**src/od_line_duty_mode_classifier_assert.svh**
```systemverilog
// Assertion macros shared by the line duty classifier RTL.
`ifndef OD_LINE_DUTY_MODE_CLASSIFIER_ASSERT_SVH
`define OD_LINE_DUTY_MODE_CLASSIFIER_ASSERT_SVH

// Same-cycle implication, sampled on clk, off during reset.
`define ODL_ASSERT_IMP(label, ante, cons, msg) \
  label: assert property (@(posedge clk) disable iff (!rst_n) (ante) |-> (cons)) \
    else $error(msg);

// Next-cycle implication, sampled on clk, off during reset.
`define ODL_ASSERT_NXT(label, ante, cons, msg) \
  label: assert property (@(posedge clk) disable iff (!rst_n) (ante) |=> (cons)) \
    else $error(msg);

`endif

```
**src/od_ldmc_pkg.sv**
```systemverilog
// Package of the line duty classifier: codes, widths and shared types.
package od_ldmc_pkg;

  localparam int CFG_ADDR_W   = 5;
  localparam int CFG_DATA_W   = 32;
  localparam int TICK_W       = 8;
  localparam int CYCLE_W      = 9;
  localparam int DUTY_W       = 7;
  localparam int BTN_W        = 16;
  localparam int WAIT_W       = 5;
  localparam int DIVIDEND_W   = 15;
  localparam int DIV_CNT_W    = 3;

  localparam logic [WAIT_W-1:0] RELEASE_WAIT   = 5'd20;
  localparam logic [7:0]        REPEAT_NEEDED  = 8'd3;
  localparam logic [7:0]        REPEAT_MAX     = 8'd255;
  localparam logic [TICK_W-1:0] TICK_MAX       = 8'd255;

  typedef enum logic [2:0] {
    EV_NONE       = 3'd0,
    EV_STANDBY    = 3'd1,
    EV_SETUP      = 3'd2,
    EV_MASTER     = 3'd3,
    EV_FIND_FIRST = 3'd4,
    EV_UNKNOWN    = 3'd5
  } tick_mode_t;

  typedef enum logic [1:0] {
    LM_UNKNOWN    = 2'd0,
    LM_SETUP      = 2'd1,
    LM_FIND_FIRST = 2'd2
  } latched_mode_t;

  typedef enum logic [1:0] {
    CM_STANDBY    = 2'd0,
    CM_SETUP      = 2'd1,
    CM_FIND_FIRST = 2'd2,
    CM_UNKNOWN    = 2'd3
  } current_mode_t;

  typedef enum logic [2:0] {
    CFG_PERIOD     = 3'd0,
    CFG_VALID_CYC  = 3'd1,
    CFG_FF_LOW     = 3'd2,
    CFG_FF_HIGH    = 3'd3,
    CFG_SETUP_LOW  = 3'd4,
    CFG_SETUP_HIGH = 3'd5,
    CFG_STBY_MAX   = 3'd6,
    CFG_BTN_HOLD   = 3'd7
  } cfg_idx_t;

  // Divider handshake between the sequencer and the divide unit.
  typedef struct packed {
    logic                  start;
    logic [DIVIDEND_W-1:0] dividend;
    logic [CYCLE_W-1:0]    divisor;
  } div_req_t;

  typedef struct packed {
    logic              done;
    logic [DUTY_W-1:0] quotient;
  } div_rsp_t;

endpackage

```
**src/od_ldmc_ifs.sv**
```systemverilog
// Valid/ready stream interfaces for the tick input and the result output.
interface od_ldmc_in_if;
  logic valid;
  logic ready;
  logic line_level;
  logic button_level;
  logic restart_search;

  modport source (output valid, output line_level, output button_level,
                  output restart_search, input ready);
  modport sink (input valid, input line_level, input button_level,
                input restart_search, output ready);
endinterface

interface od_ldmc_out_if;
  logic       valid;
  logic       ready;
  logic [2:0] tick_mode;
  logic       master_request;
  logic       id_request;
  logic [1:0] latched_mode;
  logic [1:0] current_mode;

  modport source (output valid, output tick_mode, output master_request,
                  output id_request, output latched_mode, output current_mode,
                  input ready);
  modport sink (input valid, input tick_mode, input master_request,
                input id_request, input latched_mode, input current_mode,
                output ready);
endinterface

```
**src/od_ldmc_div.sv**
```systemverilog
// Serial restoring divider: one compare and subtract per cycle, duty quotient.
module od_ldmc_div (
  input  logic                  clk,
  input  logic                  rst_n,
  input  od_ldmc_pkg::div_req_t req,
  output od_ldmc_pkg::div_rsp_t rsp
);

  localparam int DW = od_ldmc_pkg::DIVIDEND_W;
  localparam int QW = od_ldmc_pkg::DUTY_W;
  localparam int CW = od_ldmc_pkg::CYCLE_W;

  logic [DW-1:0]                    rem_r;
  logic [DW-1:0]                    dsr_r;
  logic [QW-1:0]                    quo_r;
  logic [od_ldmc_pkg::DIV_CNT_W-1:0] cnt_r;
  logic                             busy_r;
  logic                             done_r;
  logic                             ge;

  assign ge = (rem_r >= dsr_r);

  always_ff @(posedge clk) begin
    if (!rst_n) begin
      busy_r <= 1'b0;
      done_r <= 1'b0;
      cnt_r  <= '0;
    end else begin
      done_r <= 1'b0;
      if (req.start) begin
        busy_r <= 1'b1;
        cnt_r  <= od_ldmc_pkg::DIV_CNT_W'(QW - 1);
      end else if (busy_r) begin
        cnt_r <= cnt_r - 1'b1;
        if (cnt_r == '0) begin
          busy_r <= 1'b0;
          done_r <= 1'b1;
        end
      end
    end
  end

  // Divisor starts aligned to the top quotient bit and walks down.
  always_ff @(posedge clk) begin
    if (req.start) begin
      rem_r <= req.dividend;
      dsr_r <= {req.divisor, {(DW-CW){1'b0}}};
      quo_r <= '0;
    end else if (busy_r) begin
      if (ge) begin
        rem_r <= rem_r - dsr_r;
      end
      dsr_r <= dsr_r >> 1;
      quo_r <= {quo_r[QW-2:0], ge};
    end
  end

  assign rsp.done     = done_r;
  assign rsp.quotient = quo_r;

endmodule

```
**src/od_line_duty_mode_classifier.sv**
```systemverilog
// Top level of the open-drain line duty classifier with button master request.
// One transfer in per 1 ms tick, one result out per tick. A tick holds the input
// while it passes through the states in order: the transfer, which updates the line
// and button counters, S_START to launch the divide, S_WAIT in the serial divider
// (seven compare and subtract steps and its done flag) that forms duty =
// high*100/(high+low), and S_DONE to classify, qualify the mode and load the output
// register. The result becomes valid and the input ready again in the same cycle, so
// the next tick may enter while the result waits to be taken; a result not taken by
// the time the next one is due holds the sequencer in S_DONE before its load.
// Registers sit on the APB port at byte address 4*i, pready is always high.
`include "od_line_duty_mode_classifier_assert.svh"

module od_line_duty_mode_classifier (
  input  logic                                   clk,
  input  logic                                   rst_n,
  od_ldmc_in_if.sink                             in_if,
  od_ldmc_out_if.source                          out_if,
  input  logic                                   psel,
  input  logic                                   penable,
  input  logic                                   pwrite,
  input  logic [od_ldmc_pkg::CFG_ADDR_W-1:0]     paddr,
  input  logic [od_ldmc_pkg::CFG_DATA_W-1:0]     pwdata,
  output logic [od_ldmc_pkg::CFG_DATA_W-1:0]     prdata,
  output logic                                   pready
);

  localparam int TW = od_ldmc_pkg::TICK_W;
  localparam int CW = od_ldmc_pkg::CYCLE_W;
  localparam int QW = od_ldmc_pkg::DUTY_W;
  localparam int BW = od_ldmc_pkg::BTN_W;
  localparam int WW = od_ldmc_pkg::WAIT_W;
  localparam int DATA_W = od_ldmc_pkg::CFG_DATA_W;

  localparam logic [1:0] PH_LOW  = 2'd0;
  localparam logic [1:0] PH_HIGH = 2'd1;
  localparam logic [1:0] PH_NONE = 2'd2;

  typedef enum logic [4:0] {
    S_IDLE  = 5'b00001,
    S_START = 5'b00010,
    S_WAIT  = 5'b00100,
    S_DONE  = 5'b01000,
    S_SPARE = 5'b10000
  } state_t;

  typedef enum logic [1:0] {
    K_NONE   = 2'd0,
    K_MASTER = 2'd1,
    K_CLS    = 2'd2
  } ev_kind_t;

  // Configuration registers
  logic [TW-1:0] cfg_period_r;
  logic [CW-1:0] cfg_valid_cyc_r;
  logic [QW-1:0] cfg_ff_low_r;
  logic [QW-1:0] cfg_ff_high_r;
  logic [QW-1:0] cfg_setup_low_r;
  logic [QW-1:0] cfg_setup_high_r;
  logic [QW-1:0] cfg_stby_max_r;
  logic [BW-1:0] cfg_btn_hold_r;

  logic                   cfg_wr;
  od_ldmc_pkg::cfg_idx_t  cfg_idx;

  assign pready  = 1'b1;
  assign cfg_wr  = psel & penable & pwrite & pready;
  assign cfg_idx = od_ldmc_pkg::cfg_idx_t'(paddr[od_ldmc_pkg::CFG_ADDR_W-1:2]);

  always_ff @(posedge clk) begin
    if (!rst_n) begin
      cfg_period_r     <= 8'd60;
      cfg_valid_cyc_r  <= 9'd54;
      cfg_ff_low_r     <= 7'd65;
      cfg_ff_high_r    <= 7'd85;
      cfg_setup_low_r  <= 7'd40;
      cfg_setup_high_r <= 7'd60;
      cfg_stby_max_r   <= 7'd5;
      cfg_btn_hold_r   <= 16'd1500;
    end else if (cfg_wr) begin
      case (cfg_idx)
        od_ldmc_pkg::CFG_PERIOD:     cfg_period_r     <= pwdata[TW-1:0];
        od_ldmc_pkg::CFG_VALID_CYC:  cfg_valid_cyc_r  <= pwdata[CW-1:0];
        od_ldmc_pkg::CFG_FF_LOW:     cfg_ff_low_r     <= pwdata[QW-1:0];
        od_ldmc_pkg::CFG_FF_HIGH:    cfg_ff_high_r    <= pwdata[QW-1:0];
        od_ldmc_pkg::CFG_SETUP_LOW:  cfg_setup_low_r  <= pwdata[QW-1:0];
        od_ldmc_pkg::CFG_SETUP_HIGH: cfg_setup_high_r <= pwdata[QW-1:0];
        od_ldmc_pkg::CFG_STBY_MAX:   cfg_stby_max_r   <= pwdata[QW-1:0];
        od_ldmc_pkg::CFG_BTN_HOLD:   cfg_btn_hold_r   <= pwdata[BW-1:0];
        default: ;
      endcase
    end
  end

  always_comb begin
    case (cfg_idx)
      od_ldmc_pkg::CFG_PERIOD:     prdata = DATA_W'(cfg_period_r);
      od_ldmc_pkg::CFG_VALID_CYC:  prdata = DATA_W'(cfg_valid_cyc_r);
      od_ldmc_pkg::CFG_FF_LOW:     prdata = DATA_W'(cfg_ff_low_r);
      od_ldmc_pkg::CFG_FF_HIGH:    prdata = DATA_W'(cfg_ff_high_r);
      od_ldmc_pkg::CFG_SETUP_LOW:  prdata = DATA_W'(cfg_setup_low_r);
      od_ldmc_pkg::CFG_SETUP_HIGH: prdata = DATA_W'(cfg_setup_high_r);
      od_ldmc_pkg::CFG_STBY_MAX:   prdata = DATA_W'(cfg_stby_max_r);
      od_ldmc_pkg::CFG_BTN_HOLD:   prdata = DATA_W'(cfg_btn_hold_r);
      default:                     prdata = '0;
    endcase
  end

  // Tick state
  state_t        state_r, state_nxt;
  ev_kind_t      kind_r, kind_nxt;
  logic [1:0]    line_phase_r, line_phase_nxt;
  logic [TW-1:0] tick_count_r, tick_count_nxt;
  logic [TW-1:0] high_ticks_r, high_ticks_nxt;
  logic [TW-1:0] low_ticks_r, low_ticks_nxt;
  logic [BW-1:0] button_ticks_r, button_ticks_nxt;
  logic [WW-1:0] release_wait_r, release_wait_nxt;
  logic [2:0]    last_mode_r, last_mode_nxt;
  logic [7:0]    mode_repeats_r, mode_repeats_nxt;
  logic [1:0]    qual_mode_r, qual_mode_nxt;

  // Output register
  logic       out_valid_r, out_valid_nxt;
  logic [2:0] o_tick_mode_r, o_tick_mode_nxt;
  logic       o_master_r, o_master_nxt;
  logic       o_id_req_r, o_id_req_nxt;
  logic [1:0] o_latched_r, o_latched_nxt;
  logic [1:0] o_current_r, o_current_nxt;

  od_ldmc_pkg::div_req_t div_req;
  od_ldmc_pkg::div_rsp_t div_rsp;

  logic                                  in_acc;
  logic [CW-1:0]                         cycle;
  logic [od_ldmc_pkg::DIVIDEND_W-1:0]    high_x100;
  od_ldmc_pkg::tick_mode_t               cls;
  logic [1:0]                            cur;

  assign in_if.ready = (state_r == S_IDLE);
  assign in_acc      = in_if.valid & in_if.ready;

  assign cycle     = CW'(high_ticks_r) + CW'(low_ticks_r);
  assign high_x100 = (od_ldmc_pkg::DIVIDEND_W'(high_ticks_r) << 6)
                   + (od_ldmc_pkg::DIVIDEND_W'(high_ticks_r) << 5)
                   + (od_ldmc_pkg::DIVIDEND_W'(high_ticks_r) << 2);

  assign div_req.start    = (state_r == S_START);
  assign div_req.dividend = high_x100;
  assign div_req.divisor  = cycle;

  od_ldmc_div u_div (
    .clk   (clk),
    .rst_n (rst_n),
    .req   (div_req),
    .rsp   (div_rsp)
  );

  // Classify from the held counts and the divider quotient.
  always_comb begin
    if (cycle < cfg_valid_cyc_r || cycle == '0) begin
      cls = od_ldmc_pkg::EV_UNKNOWN;
    end else if (div_rsp.quotient >= cfg_ff_low_r && div_rsp.quotient <= cfg_ff_high_r) begin
      cls = od_ldmc_pkg::EV_FIND_FIRST;
    end else if (div_rsp.quotient >= cfg_setup_low_r &&
                 div_rsp.quotient <= cfg_setup_high_r) begin
      cls = od_ldmc_pkg::EV_SETUP;
    end else if (div_rsp.quotient < cfg_stby_max_r) begin
      cls = od_ldmc_pkg::EV_STANDBY;
    end else begin
      cls = od_ldmc_pkg::EV_UNKNOWN;
    end
    case (cls)
      od_ldmc_pkg::EV_STANDBY:    cur = od_ldmc_pkg::CM_STANDBY;
      od_ldmc_pkg::EV_SETUP:      cur = od_ldmc_pkg::CM_SETUP;
      od_ldmc_pkg::EV_FIND_FIRST: cur = od_ldmc_pkg::CM_FIND_FIRST;
      default:                    cur = od_ldmc_pkg::CM_UNKNOWN;
    endcase
  end

  always_comb begin
    logic                    mst;
    logic [2:0]              ev;
    logic                    id_req;
    state_nxt        = state_r;
    kind_nxt         = kind_r;
    line_phase_nxt   = line_phase_r;
    tick_count_nxt   = tick_count_r;
    high_ticks_nxt   = high_ticks_r;
    low_ticks_nxt    = low_ticks_r;
    button_ticks_nxt = button_ticks_r;
    release_wait_nxt = release_wait_r;
    last_mode_nxt    = last_mode_r;
    mode_repeats_nxt = mode_repeats_r;
    qual_mode_nxt    = qual_mode_r;
    out_valid_nxt    = out_valid_r & ~out_if.ready;
    o_tick_mode_nxt  = o_tick_mode_r;
    o_master_nxt     = o_master_r;
    o_id_req_nxt     = o_id_req_r;
    o_latched_nxt    = o_latched_r;
    o_current_nxt    = o_current_r;
    mst              = 1'b0;
    ev               = od_ldmc_pkg::EV_NONE;
    id_req           = 1'b0;

    case (state_r)
      S_IDLE: begin
        if (in_acc) begin
          state_nxt = S_START;
          kind_nxt  = K_NONE;
          if (in_if.restart_search) begin
            qual_mode_nxt = od_ldmc_pkg::LM_UNKNOWN;
          end
          if (tick_count_nxt != od_ldmc_pkg::TICK_MAX) begin
            tick_count_nxt = tick_count_nxt + 1'b1;
          end
          // Button: count while pressed and not in the release wait.
          if (!in_if.button_level) begin
            if (release_wait_nxt == '0) begin
              button_ticks_nxt = button_ticks_nxt + 1'b1;
              if (button_ticks_nxt == cfg_btn_hold_r) begin
                release_wait_nxt = od_ldmc_pkg::RELEASE_WAIT;
                mst              = 1'b1;
                kind_nxt         = K_MASTER;
              end
            end
          end else begin
            if (release_wait_nxt != '0) begin
              release_wait_nxt = release_wait_nxt - 1'b1;
            end
            button_ticks_nxt = '0;
          end
          // Line: skip sampling on a master request tick.
          if (!mst) begin
            if (!in_if.line_level) begin
              if (line_phase_nxt != PH_LOW) begin
                high_ticks_nxt = tick_count_nxt;
                tick_count_nxt = '0;
                line_phase_nxt = PH_LOW;
              end
              if (tick_count_nxt == cfg_period_r) begin
                high_ticks_nxt = '0;
                low_ticks_nxt  = cfg_period_r;
                tick_count_nxt = '0;
                kind_nxt       = K_CLS;
              end
            end else begin
              if (line_phase_nxt != PH_HIGH) begin
                low_ticks_nxt  = tick_count_nxt;
                tick_count_nxt = '0;
                line_phase_nxt = PH_HIGH;
                kind_nxt       = K_CLS;
              end else if (tick_count_nxt == cfg_period_r) begin
                high_ticks_nxt = cfg_period_r;
                low_ticks_nxt  = '0;
                tick_count_nxt = '0;
              end
            end
          end
        end
      end
      S_START: begin
        state_nxt = S_WAIT;
      end
      S_WAIT: begin
        if (div_rsp.done) begin
          state_nxt = S_DONE;
        end
      end
      S_DONE: begin
        if (!out_valid_r || out_if.ready) begin
          state_nxt = S_IDLE;
          case (kind_r)
            K_MASTER: ev = od_ldmc_pkg::EV_MASTER;
            K_CLS:    ev = cls;
            default:  ev = od_ldmc_pkg::EV_NONE;
          endcase
          // Qualify: a mode must repeat before it latches.
          if (ev != od_ldmc_pkg::EV_NONE) begin
            if (last_mode_r != ev) begin
              last_mode_nxt    = ev;
              mode_repeats_nxt = '0;
            end
            if (ev == od_ldmc_pkg::EV_MASTER) begin
              qual_mode_nxt = od_ldmc_pkg::LM_UNKNOWN;
            end else begin
              if (mode_repeats_nxt != od_ldmc_pkg::REPEAT_MAX) begin
                mode_repeats_nxt = mode_repeats_nxt + 1'b1;
              end
              if (mode_repeats_nxt >= od_ldmc_pkg::REPEAT_NEEDED) begin
                if (ev == od_ldmc_pkg::EV_SETUP) begin
                  qual_mode_nxt = od_ldmc_pkg::LM_SETUP;
                  id_req        = 1'b1;
                end else if (ev == od_ldmc_pkg::EV_FIND_FIRST) begin
                  qual_mode_nxt = od_ldmc_pkg::LM_FIND_FIRST;
                end
              end
            end
          end
          out_valid_nxt   = 1'b1;
          o_tick_mode_nxt = ev;
          o_master_nxt    = (kind_r == K_MASTER);
          o_id_req_nxt    = id_req;
          o_latched_nxt   = qual_mode_nxt;
          o_current_nxt   = cur;
        end
      end
      default: begin
        state_nxt = S_IDLE;
      end
    endcase
  end

  always_ff @(posedge clk) begin
    if (!rst_n) begin
      state_r        <= S_IDLE;
      kind_r         <= K_NONE;
      line_phase_r   <= PH_NONE;
      tick_count_r   <= '0;
      high_ticks_r   <= '0;
      low_ticks_r    <= '0;
      button_ticks_r <= '0;
      release_wait_r <= '0;
      last_mode_r    <= od_ldmc_pkg::EV_NONE;
      mode_repeats_r <= '0;
      qual_mode_r    <= od_ldmc_pkg::LM_UNKNOWN;
      out_valid_r    <= 1'b0;
    end else begin
      state_r        <= state_nxt;
      kind_r         <= kind_nxt;
      line_phase_r   <= line_phase_nxt;
      tick_count_r   <= tick_count_nxt;
      high_ticks_r   <= high_ticks_nxt;
      low_ticks_r    <= low_ticks_nxt;
      button_ticks_r <= button_ticks_nxt;
      release_wait_r <= release_wait_nxt;
      last_mode_r    <= last_mode_nxt;
      mode_repeats_r <= mode_repeats_nxt;
      qual_mode_r    <= qual_mode_nxt;
      out_valid_r    <= out_valid_nxt;
    end
  end

  always_ff @(posedge clk) begin
    o_tick_mode_r <= o_tick_mode_nxt;
    o_master_r    <= o_master_nxt;
    o_id_req_r    <= o_id_req_nxt;
    o_latched_r   <= o_latched_nxt;
    o_current_r   <= o_current_nxt;
  end

  assign out_if.valid          = out_valid_r;
  assign out_if.tick_mode      = o_tick_mode_r;
  assign out_if.master_request = o_master_r;
  assign out_if.id_request     = o_id_req_r;
  assign out_if.latched_mode   = o_latched_r;
  assign out_if.current_mode   = o_current_r;

  `ODL_ASSERT_IMP(a_master_flag, out_if.valid,
    out_if.master_request == (out_if.tick_mode == od_ldmc_pkg::EV_MASTER),
    "master_request disagrees with tick_mode")
  `ODL_ASSERT_IMP(a_id_setup, out_if.valid && out_if.id_request,
    out_if.tick_mode == od_ldmc_pkg::EV_SETUP && out_if.latched_mode == od_ldmc_pkg::LM_SETUP,
    "id_request without a latched host setup event")
  `ODL_ASSERT_IMP(a_ff_live, out_if.valid && out_if.tick_mode == od_ldmc_pkg::EV_FIND_FIRST,
    out_if.current_mode == od_ldmc_pkg::CM_FIND_FIRST,
    "find-first event but live mode differs")
  `ODL_ASSERT_NXT(a_busy_after_in, in_if.valid && in_if.ready, !in_if.ready,
    "input ready right after a transfer in")

endmodule
```
**src/flat_wrapper.sv**
```systemverilog
// flat-port wrapper written by rule: the top's interface ports become plain ports
module od_line_duty_mode_classifier_flat 
  (clk, rst_n, psel, penable, pwrite, paddr, pwdata, prdata, pready, in_if_valid, in_if_line_level, in_if_button_level, in_if_restart_search, in_if_ready, out_if_valid, out_if_tick_mode, out_if_master_request, out_if_id_request, out_if_latched_mode, out_if_current_mode, out_if_ready);
  od_ldmc_in_if in_if_i ();
  od_ldmc_out_if out_if_i ();
  input  logic clk;
  input  logic rst_n;
  input  logic psel;
  input  logic penable;
  input  logic pwrite;
  input  logic [od_ldmc_pkg::CFG_ADDR_W-1:0] paddr;
  input  logic [od_ldmc_pkg::CFG_DATA_W-1:0] pwdata;
  output logic [od_ldmc_pkg::CFG_DATA_W-1:0] prdata;
  output logic pready;
  input wire logic [$bits(in_if_i.valid)-1:0] in_if_valid;
  input wire logic [$bits(in_if_i.line_level)-1:0] in_if_line_level;
  input wire logic [$bits(in_if_i.button_level)-1:0] in_if_button_level;
  input wire logic [$bits(in_if_i.restart_search)-1:0] in_if_restart_search;
  output wire logic [$bits(in_if_i.ready)-1:0] in_if_ready;
  output wire logic [$bits(out_if_i.valid)-1:0] out_if_valid;
  output wire logic [$bits(out_if_i.tick_mode)-1:0] out_if_tick_mode;
  output wire logic [$bits(out_if_i.master_request)-1:0] out_if_master_request;
  output wire logic [$bits(out_if_i.id_request)-1:0] out_if_id_request;
  output wire logic [$bits(out_if_i.latched_mode)-1:0] out_if_latched_mode;
  output wire logic [$bits(out_if_i.current_mode)-1:0] out_if_current_mode;
  input wire logic [$bits(out_if_i.ready)-1:0] out_if_ready;
  assign in_if_i.valid = in_if_valid;
  assign in_if_i.line_level = in_if_line_level;
  assign in_if_i.button_level = in_if_button_level;
  assign in_if_i.restart_search = in_if_restart_search;
  assign in_if_ready = in_if_i.ready;
  assign out_if_valid = out_if_i.valid;
  assign out_if_tick_mode = out_if_i.tick_mode;
  assign out_if_master_request = out_if_i.master_request;
  assign out_if_id_request = out_if_i.id_request;
  assign out_if_latched_mode = out_if_i.latched_mode;
  assign out_if_current_mode = out_if_i.current_mode;
  assign out_if_i.ready = out_if_ready;
  od_line_duty_mode_classifier u_core (.clk(clk), .rst_n(rst_n), .in_if(in_if_i), .out_if(out_if_i), .psel(psel), .penable(penable), .pwrite(pwrite), .paddr(paddr), .pwdata(pwdata), .prdata(prdata), .pready(pready));
endmodule
```
**config.mk**
```make
export PLATFORM = sky130hd
export DESIGN_NAME = od_line_duty_mode_classifier_flat
export DESIGN_NICKNAME = d
export VERILOG_FILES = /design/src/od_ldmc_pkg.sv /design/src/od_ldmc_ifs.sv /design/src/od_ldmc_div.sv /design/src/od_line_duty_mode_classifier.sv /design/src/flat_wrapper.sv
export VERILOG_INCLUDE_DIRS = /design/src /design/src/src
export SDC_FILE = /design/constraint.sdc
export NUM_CORES = 1
export LEC_CHECK = 0
export BUFFER_PORTS_ARGS = -buffer_cell sky130_fd_sc_hd__buf_4
export CORE_UTILIZATION = 62
export DETAILED_ROUTE_END_ITERATION = 10
export HOLD_SLACK_MARGIN = 0.05
export PLACE_DENSITY = 0.82
export SLEW_MARGIN = 40
export SYNTH_ARGS = -nofsm -noshare
export SYNTH_HDL_FRONTEND = slang
export SYNTH_SLANG_ARGS = --single-unit
```
**constraint.sdc**
```tcl
create_clock -name clk -period 12.85 [get_ports clk]
set_clock_uncertainty 0.1 [all_clocks]
set_input_delay 0 -clock clk [delete_from_list [all_inputs] [get_ports clk]]
set_output_delay 0 -clock clk [all_outputs]
set_load 0.02 [all_outputs]
```
# ---- Word-level counts from Yosys, hierarchy flattened
# Index checks and enable logic that the tools add are counted.
dict set report classes {
  bitwise_logic 10
  addsub 9
  shifts 0
  mux 89
  order_cmp 8
  multipliers 0
  n_reduce_logical 43
  n_eq_ne 35
  n_div 0
}
# operator count
set ops {}
lappend ops {{$mux 8} 32}
lappend ops {{$pmux 32 s8} 1}
lappend ops {{$mux 15} 5}
lappend ops {{$mux 5} 7}
lappend ops {{$mux 2} 17}
lappend ops {{$mux 16} 2}
lappend ops {{$mux 3} 8}
lappend ops {{$reduce_and 2->1} 11}
lappend ops {{$pmux 5 s4} 1}
lappend ops {{$eq 3x3->1 const B} 6}
lappend ops {{$add 16x1->16 const B} 1}
lappend ops {{$add 8x1->8 const B} 2}
lappend ops {{$eq 16x16->1} 1}
lappend ops {{$eq 8x8->1} 2}
lappend ops {{$ne 8x8->1 const B} 2}
lappend ops {{$reduce_bool 2->1} 8}
lappend ops {{$add 14x13->15} 1}
lappend ops {{$add 15x10->15} 1}
lappend ops {{$eq 3x2->1 const B} 5}
lappend ops {{$ge 15x15->1} 1}
lappend ops {{$reduce_and 5->1} 3}
lappend ops {{$sub 15x15->15} 1}
lappend ops {{$ge 7x7->1} 2}
lappend ops {{$le 7x7->1} 2}
lappend ops {{other kinds (36)} 72}
dict set report word_totals {
  inputBits 47
  output_inout_bits 44
  ramBits 0
  romBits 0
  latch_bits 0
  regBits 187
  n_memories 0
}

# ---- Logic depth before layout (Yosys ltp)
dict set report depth {
  ltp_word 25
  mapped_depth 27
  mapped_depth_nobuf 26
}

# ---- Modules after synthesis
# From an unflattened synthesis, not the netlist that was laid out.
dict set report hier_totals {
  hier_cells 1456
  hier_area_um2 12029.0
}
# module area_each_um2 seq_area_each_um2 n_inst cells_per_inst
set modules_own_cells {}
lappend modules_own_cells {od_line_duty_mode_classifier 9572.9 2972.9 1 1191}
lappend modules_own_cells {od_ldmc_div 2456.1 1081.0 1 265}

# ---- Least setup slack after synthesis
# No wires, ideal clock.
dict set report synth_path {
  kind {register to register}
  from {register u_core.high_ticks_r[0]}
  to {register u_core.o_latched_r[0] (netlist: u_core.out_if.latched_mode[0]), data pin}
  setup_time_ns 0.255
  path_buffers 1
  path_stages_with_launch 28
  path_slack_ns 7.226
  t_arrival_ns 5.268
  cell_sequence {dfxtp_1 ha_1 fa_1 a21o_1 a221oi_2 xnor2_1 ha_1 nand2_1 o21ai_0 a21oi_1 o21ai_0 o41a_4 a311oi_2 or2_2 nand2_1 buf_2 nor2_1 ha_1 and2_1 nand4_1 nand4_1 xnor2_1 or4_1 nand3_1 o311ai_2 a21oi_1 a2bb2oi_2 nor2_1}
}
dict set report synth_between {
  elab_chain_cells 22
}
# item line_no
set synth_rtl {}
lappend synth_rtl {{from (decl)} od_line_duty_mode_classifier.sv:113} ;# logic [TW-1:0] high_ticks_r, high_ticks_nxt;
lappend synth_rtl {{from (signal assigned)} od_line_duty_mode_classifier.sv:331} ;# high_ticks_r <= high_ticks_nxt;
lappend synth_rtl {{$add 8x8->9 *} od_line_duty_mode_classifier.sv:141} ;# assign cycle = CW'(high_ticks_r) + CW'(low_ticks_r);
lappend synth_rtl {{$lt 9x9->1 or $logic_not 9->1 (tied branches)} od_line_duty_mode_classifier.sv:159} ;# if (cycle < cfg_valid_cyc_r || cycle == '0) begin
lappend synth_rtl {{$logic_or 1x1->1 *} od_line_duty_mode_classifier.sv:159}
lappend synth_rtl {{$mux 3 *} od_line_duty_mode_classifier.sv:159}
lappend synth_rtl {{$pmux 3 s2 *} od_line_duty_mode_classifier.sv:271} ;# case (kind_r)
lappend synth_rtl {{$mux 3 *} od_line_duty_mode_classifier.sv:269} ;# if (!out_valid_r || out_if.ready) begin
lappend synth_rtl {{$mux 3 *} od_line_duty_mode_classifier.sv:204} ;# case (state_r)
lappend synth_rtl {{$ne 3x3->1} od_line_duty_mode_classifier.sv:278} ;# if (last_mode_r != ev) begin
lappend synth_rtl {{(+6 left out)} n/a}
lappend synth_rtl {{$mux 8} od_line_duty_mode_classifier.sv:282} ;# if (ev == od_ldmc_pkg::EV_MASTER) begin
lappend synth_rtl {{$mux 8} od_line_duty_mode_classifier.sv:277} ;# if (ev != od_ldmc_pkg::EV_NONE) begin
lappend synth_rtl {{$mux 8} od_line_duty_mode_classifier.sv:269}
lappend synth_rtl {{$mux 8} od_line_duty_mode_classifier.sv:204}
lappend synth_rtl {{$ge 8x2->1} od_line_duty_mode_classifier.sv:288} ;# if (mode_repeats_nxt >= od_ldmc_pkg::REPEAT_NEEDED) begin
lappend synth_rtl {{$mux 2} od_line_duty_mode_classifier.sv:288}
lappend synth_rtl {{$mux 2} od_line_duty_mode_classifier.sv:282}
lappend synth_rtl {{$mux 2 *} od_line_duty_mode_classifier.sv:277}
lappend synth_rtl {{to (signal assigned)} od_line_duty_mode_classifier.sv:346} ;# o_latched_r <= o_latched_nxt;
lappend synth_rtl {{to (decl)} od_line_duty_mode_classifier.sv:126} ;# logic [1:0] o_latched_r, o_latched_nxt;
# Mark *: on every way between the ends. The rest lies on a longest branch, timed or not. The select of a mux whose other input is x is not followed.
# A chain may end at the register's enable or synchronous reset.

# ---- Final worst setup path
# Same ends and word-level chain as after synthesis.

==> summary.md <==
| Metric | Value |
|---|---|
| Endpoint class of the critical path | register |
| Die width | 141 um |
| Remaining number of nets flagged by the antenna check after routing | 0 |
| Cell with the most instances after synthesis | nand2_1 |
| Core Footprint | 18800 um2 |
| Clock tree sinks | 186 |
| Number of instances on the worst hold path | 5 |
| Worst max-slew margin expressed relative to the limit | 47.6% |
| Worst R2R Setup Slack | 6.43 ns |
| Area of the die | 19900 um2 |
| Global routing usage summed across all routing layers | 30.8% |
| Storage element area | 4060 um2 |
| Slew @ Worst Pin | 0.783 ns |
| Initial antenna violation count | 0 |
| Worst IR Drop VDD | roughly 0.094 mV |
| Number of synthesized flops with an enable pin | 33 |
| Synth Warn # | 0 |
| Kind of cell with the highest combined delay on the critical path | simple AND/OR/NAND/NOR gates |
| Average via count per standard cell | 6.04 |
| Slowest cell on the critical path | or4_1 |
| Pin count of the biggest net entering global routing | 110 |
| Number of levels the H-tree was split into | 4 |
| Post-DP HPWL | 21100 um |
| Max frequency | around 160 MHz |
| CTS tree | yes |
| Arr. time, crit path | 6.51 ns |
| Async SR Flop Fraction | 0% |
| Stage delay of the slowest cell on the critical path | 0.48 ns |
| Drt first-iter violations | 1026 |
| Starting Density | 63.8% |
| Pwr Total | 1350 uW |
| Clock latency on the worst-skew pair | 0.43 ns |
| Setup Total Neg Slack | 0 ns |
| Clock-pin slew of the registers on the worst-case setup and hold paths | ~0.070 ns |
| Place WS | 6.50 ns |
| Maximum number of buffers from clock root to sink | 2 |
| Routability congestion estimate from global placement | 0.900 |
| Critical Path Stages | 26 |
| #FFs+latches synth | 186 |
| Flip-flop cell with the highest count after synthesis | dfxtp_1 |
| Number of failing hold endpoints at the final stage | 0 |
| Number of detailed-route iterations in the first pass | 5 |
| Critical Path Fanout Max | 11 |
| Static Leak | 0.00539 uW |
| Remaining global-route overflow | 0 |
| Clock buffer count from CTS | 17 |
| Vias in the first global route | between 9k and 10k |
| DRT Wirelength | around 30000 um |
| Share of synthesized area occupied by flip-flops and latches | between 30 and 40% |
| Depth of the worst register-to-register path | 26 |
| Status | complete, no violations |
| Fin cells | approximately 1.7k |
| Placed Instances | about 1.7k |
| Worst path bufs/invs | 0 |
| Final number of max-transition violations | 0 |
| Setup violators final | 0 |
| Cell types occupying the most area after synthesis | dfxtp_1, ha_1, edfxtp_1 |
| Number of fill cells in the layout | roughly 1.4k |
| Areal power density over the cells | roughly 100 nW/um2 |
| Critical path type | reg2reg |
| Yosys cell types | between 80 and 90 |
| Layout cell share with drive strength beyond 1 | between 8 and 9% |
| Wire length of the first global-routing pass | 48800 um |
| Syn-to-layout area delta | 10.4% |
| Share of the clock period used by the worst path | 50.0% |
| Row cnt | 50 |
| Combined area of all synthesized cells | 12000 um2 |
| List of most frequent post-synthesis cells | nand2_1, dfxtp_1, inv_1, nor2_1, a21oi_1 |
| Cell accounting for the most synthesized area | dfxtp_1 |
| Wirelength per Cell | 17.1 um |
| Req. time, crit path | 12.94 ns |
| Count of buffers inserted at the top-level ports | 55 |
| Critical Path Most Common Cell | ha_1 |
| Fraction of synthesized cell area taken by the top area cell type | 25.5% |
| Final critical-path required period | around 6.4 ns |
| Gate Count Post-Synth | about 1.4k |
| Synthesized area per cell | 8.36 um2 |
| Worst hold path type | in2reg |
| Detailed-route DRC error count | 0 |
| Routed vias | between 10k and 15k |
| RSZ-0062 raised after global routing | false |
| Total I/O pin count | 91 |
| Clock Tree Root | clkbuf_16 |
| Setup slack after layout | 6.43 ns |
| Number of nets in the layout | 1612 |
| Maximum capacitance violations | 0 |
| Total inserted antenna cells | 0 |
| Die boundary height | approximately 140 um |
| Multi-input gate area | between 7000 and 8000 um2 |
| Crit start category | register |
## per-layer routing
metal	up-vias	share of wire [%]	wire length, um	track usage [%]
met5	-	0	0	0
met4	0	2.5	755	11.4
li1	5112	-	-	-
met2	457	46	13700	49.8
met3	52	8.0	2380	4.52
met1	4926	44	13000	41.9
## power breakdown
group | internal (uW) | switching [uW] | total [uW]
Sequential | 611 | 20.8 | 632
Combinational | 87.6 | 131 | 219
Clock | 268 | 231 | 499
## area by class of cell
type	count	area share, %
tap	260	2.45
timing repair buffer	83	5.20
inverter	109	3.09
clock inverter	11	0.727
sequential	186	30.6
multi-input combinational	1075	54.6
clock buffer	21	3.32
## stage by stage
stage	cell area (um2)	utilization, %	hold WS, ns
final	13300	70.4	0.107
after global placement	12500	66.2	0.112
after detailed placement	12500	66.2	0.114
after floorplan	12100	-	0.0240
after global routing	13300	70.4	0.167
after CTS	13300	70.4	0.0827
## logic make-up (layout without fill, tap and decap cells)
| family | count (synthesis) | after routing | share of synthesized area [%] |
|---|---|---|---|
| and+or+nand+nor | 499 | 499 | 20.4 |
| AOI/OAI and AO/OA | 341 | 341 | 18.5 |
| buffers and inverters | 190 | 224 | 6.52 |
| DFF | 186 | 186 | 33.8 |
| adders and majority gates | 93 | 93 | 10.1 |
| muxes | 67 | 67 | 6.43 |
| xor gates and xnor gates | 58 | 58 | 4.23 |
| other | 2 | 17 | 0.0625 |
## final timing paths
path	from	to
hold reg to reg	u_core.cfg_valid_cyc_r[3]$_SDFFE_PN0P_	u_core.cfg_valid_cyc_r[3]$_SDFFE_PN0P_
hold / removal	penable	u_core.cfg_btn_hold_r[0]$_SDFFE_PN0P_
setup reg to reg	u_core.high_ticks_r[0]$_SDFFE_PN0P_	u_core.out_if.latched_mode[0]$_DFFE_PP_
setup / recovery	u_core.high_ticks_r[0]$_SDFFE_PN0P_	u_core.out_if.latched_mode[0]$_DFFE_PP_
## worst min-delay path: cells and delay by family
family                 cells  cell delay (ns)
and+or+nand+nor            3             0.42
buffers and inverters      1             0.11
AOI/OAI and AO/OA          1             0.05
## sequential cells by signal, indices dropped and copies added, names as in the netlist, 3 cells and up
signal / cells
u_core.tick_count_r: 8
u_core.mode_repeats_r: 8
u_core.cfg_period_r: 8
u_core.cfg_setup_high_r: 7
u_core.release_wait_r: 5
u_core.cfg_btn_hold_r: 16
u_core.cfg_stby_max_r: 7
u_core.u_div.dsr_r: 15
u_core.u_div.rem_r: 15
u_core.u_div.quo_r: 7
u_core.cfg_ff_high_r: 7
u_core.button_ticks_r: 16
u_core.high_ticks_r: 8
u_core.cfg_setup_low_r: 7
u_core.cfg_valid_cyc_r: 9
u_core.last_mode_r: 3
u_core.out_if.tick_mode: 3
u_core.cfg_ff_low_r: 7
u_core.low_ticks_r: 8
u_core.u_div.cnt_r: 3
u_core.state_r: 4
## placed cells by master, fill, tap and decap left out, drive strengths merged, types with 5 or more instances in the layout
master,instances
nand2,167
dfxtp,153
inv,110
nor2,100
a21oi,90
o21ai,87
ha,86
mux2i,58
buf,58
nand3,41
nor2b,37
xnor2,36
edfxtp,33
a21boi,31
dlygate4sd3,25
nor3,24
o211ai,23
xor2,22
or3,21
clkbuf,21
and2,20
o31ai,20
nand4,17
conb,17
and3,15
o22ai,11
nand2b,10
a31oi,10
or2,10
a21o,8
o21a,8
mux4,8
nor4,8
clkinv,8
nand3b,7
nor3b,7
o21bai,7
fa,7
and4,6
a211oi,5
## what timing repair did
action | CTS | global route
hold buffers | 25 | 0
gates resized for setup | 0 | 0
setup endpoints to repair | 0 | 0
buffers inserted | 0 | 0
hold endpoints to repair | 109 | 0
Power figures use the tool's default switching activity.
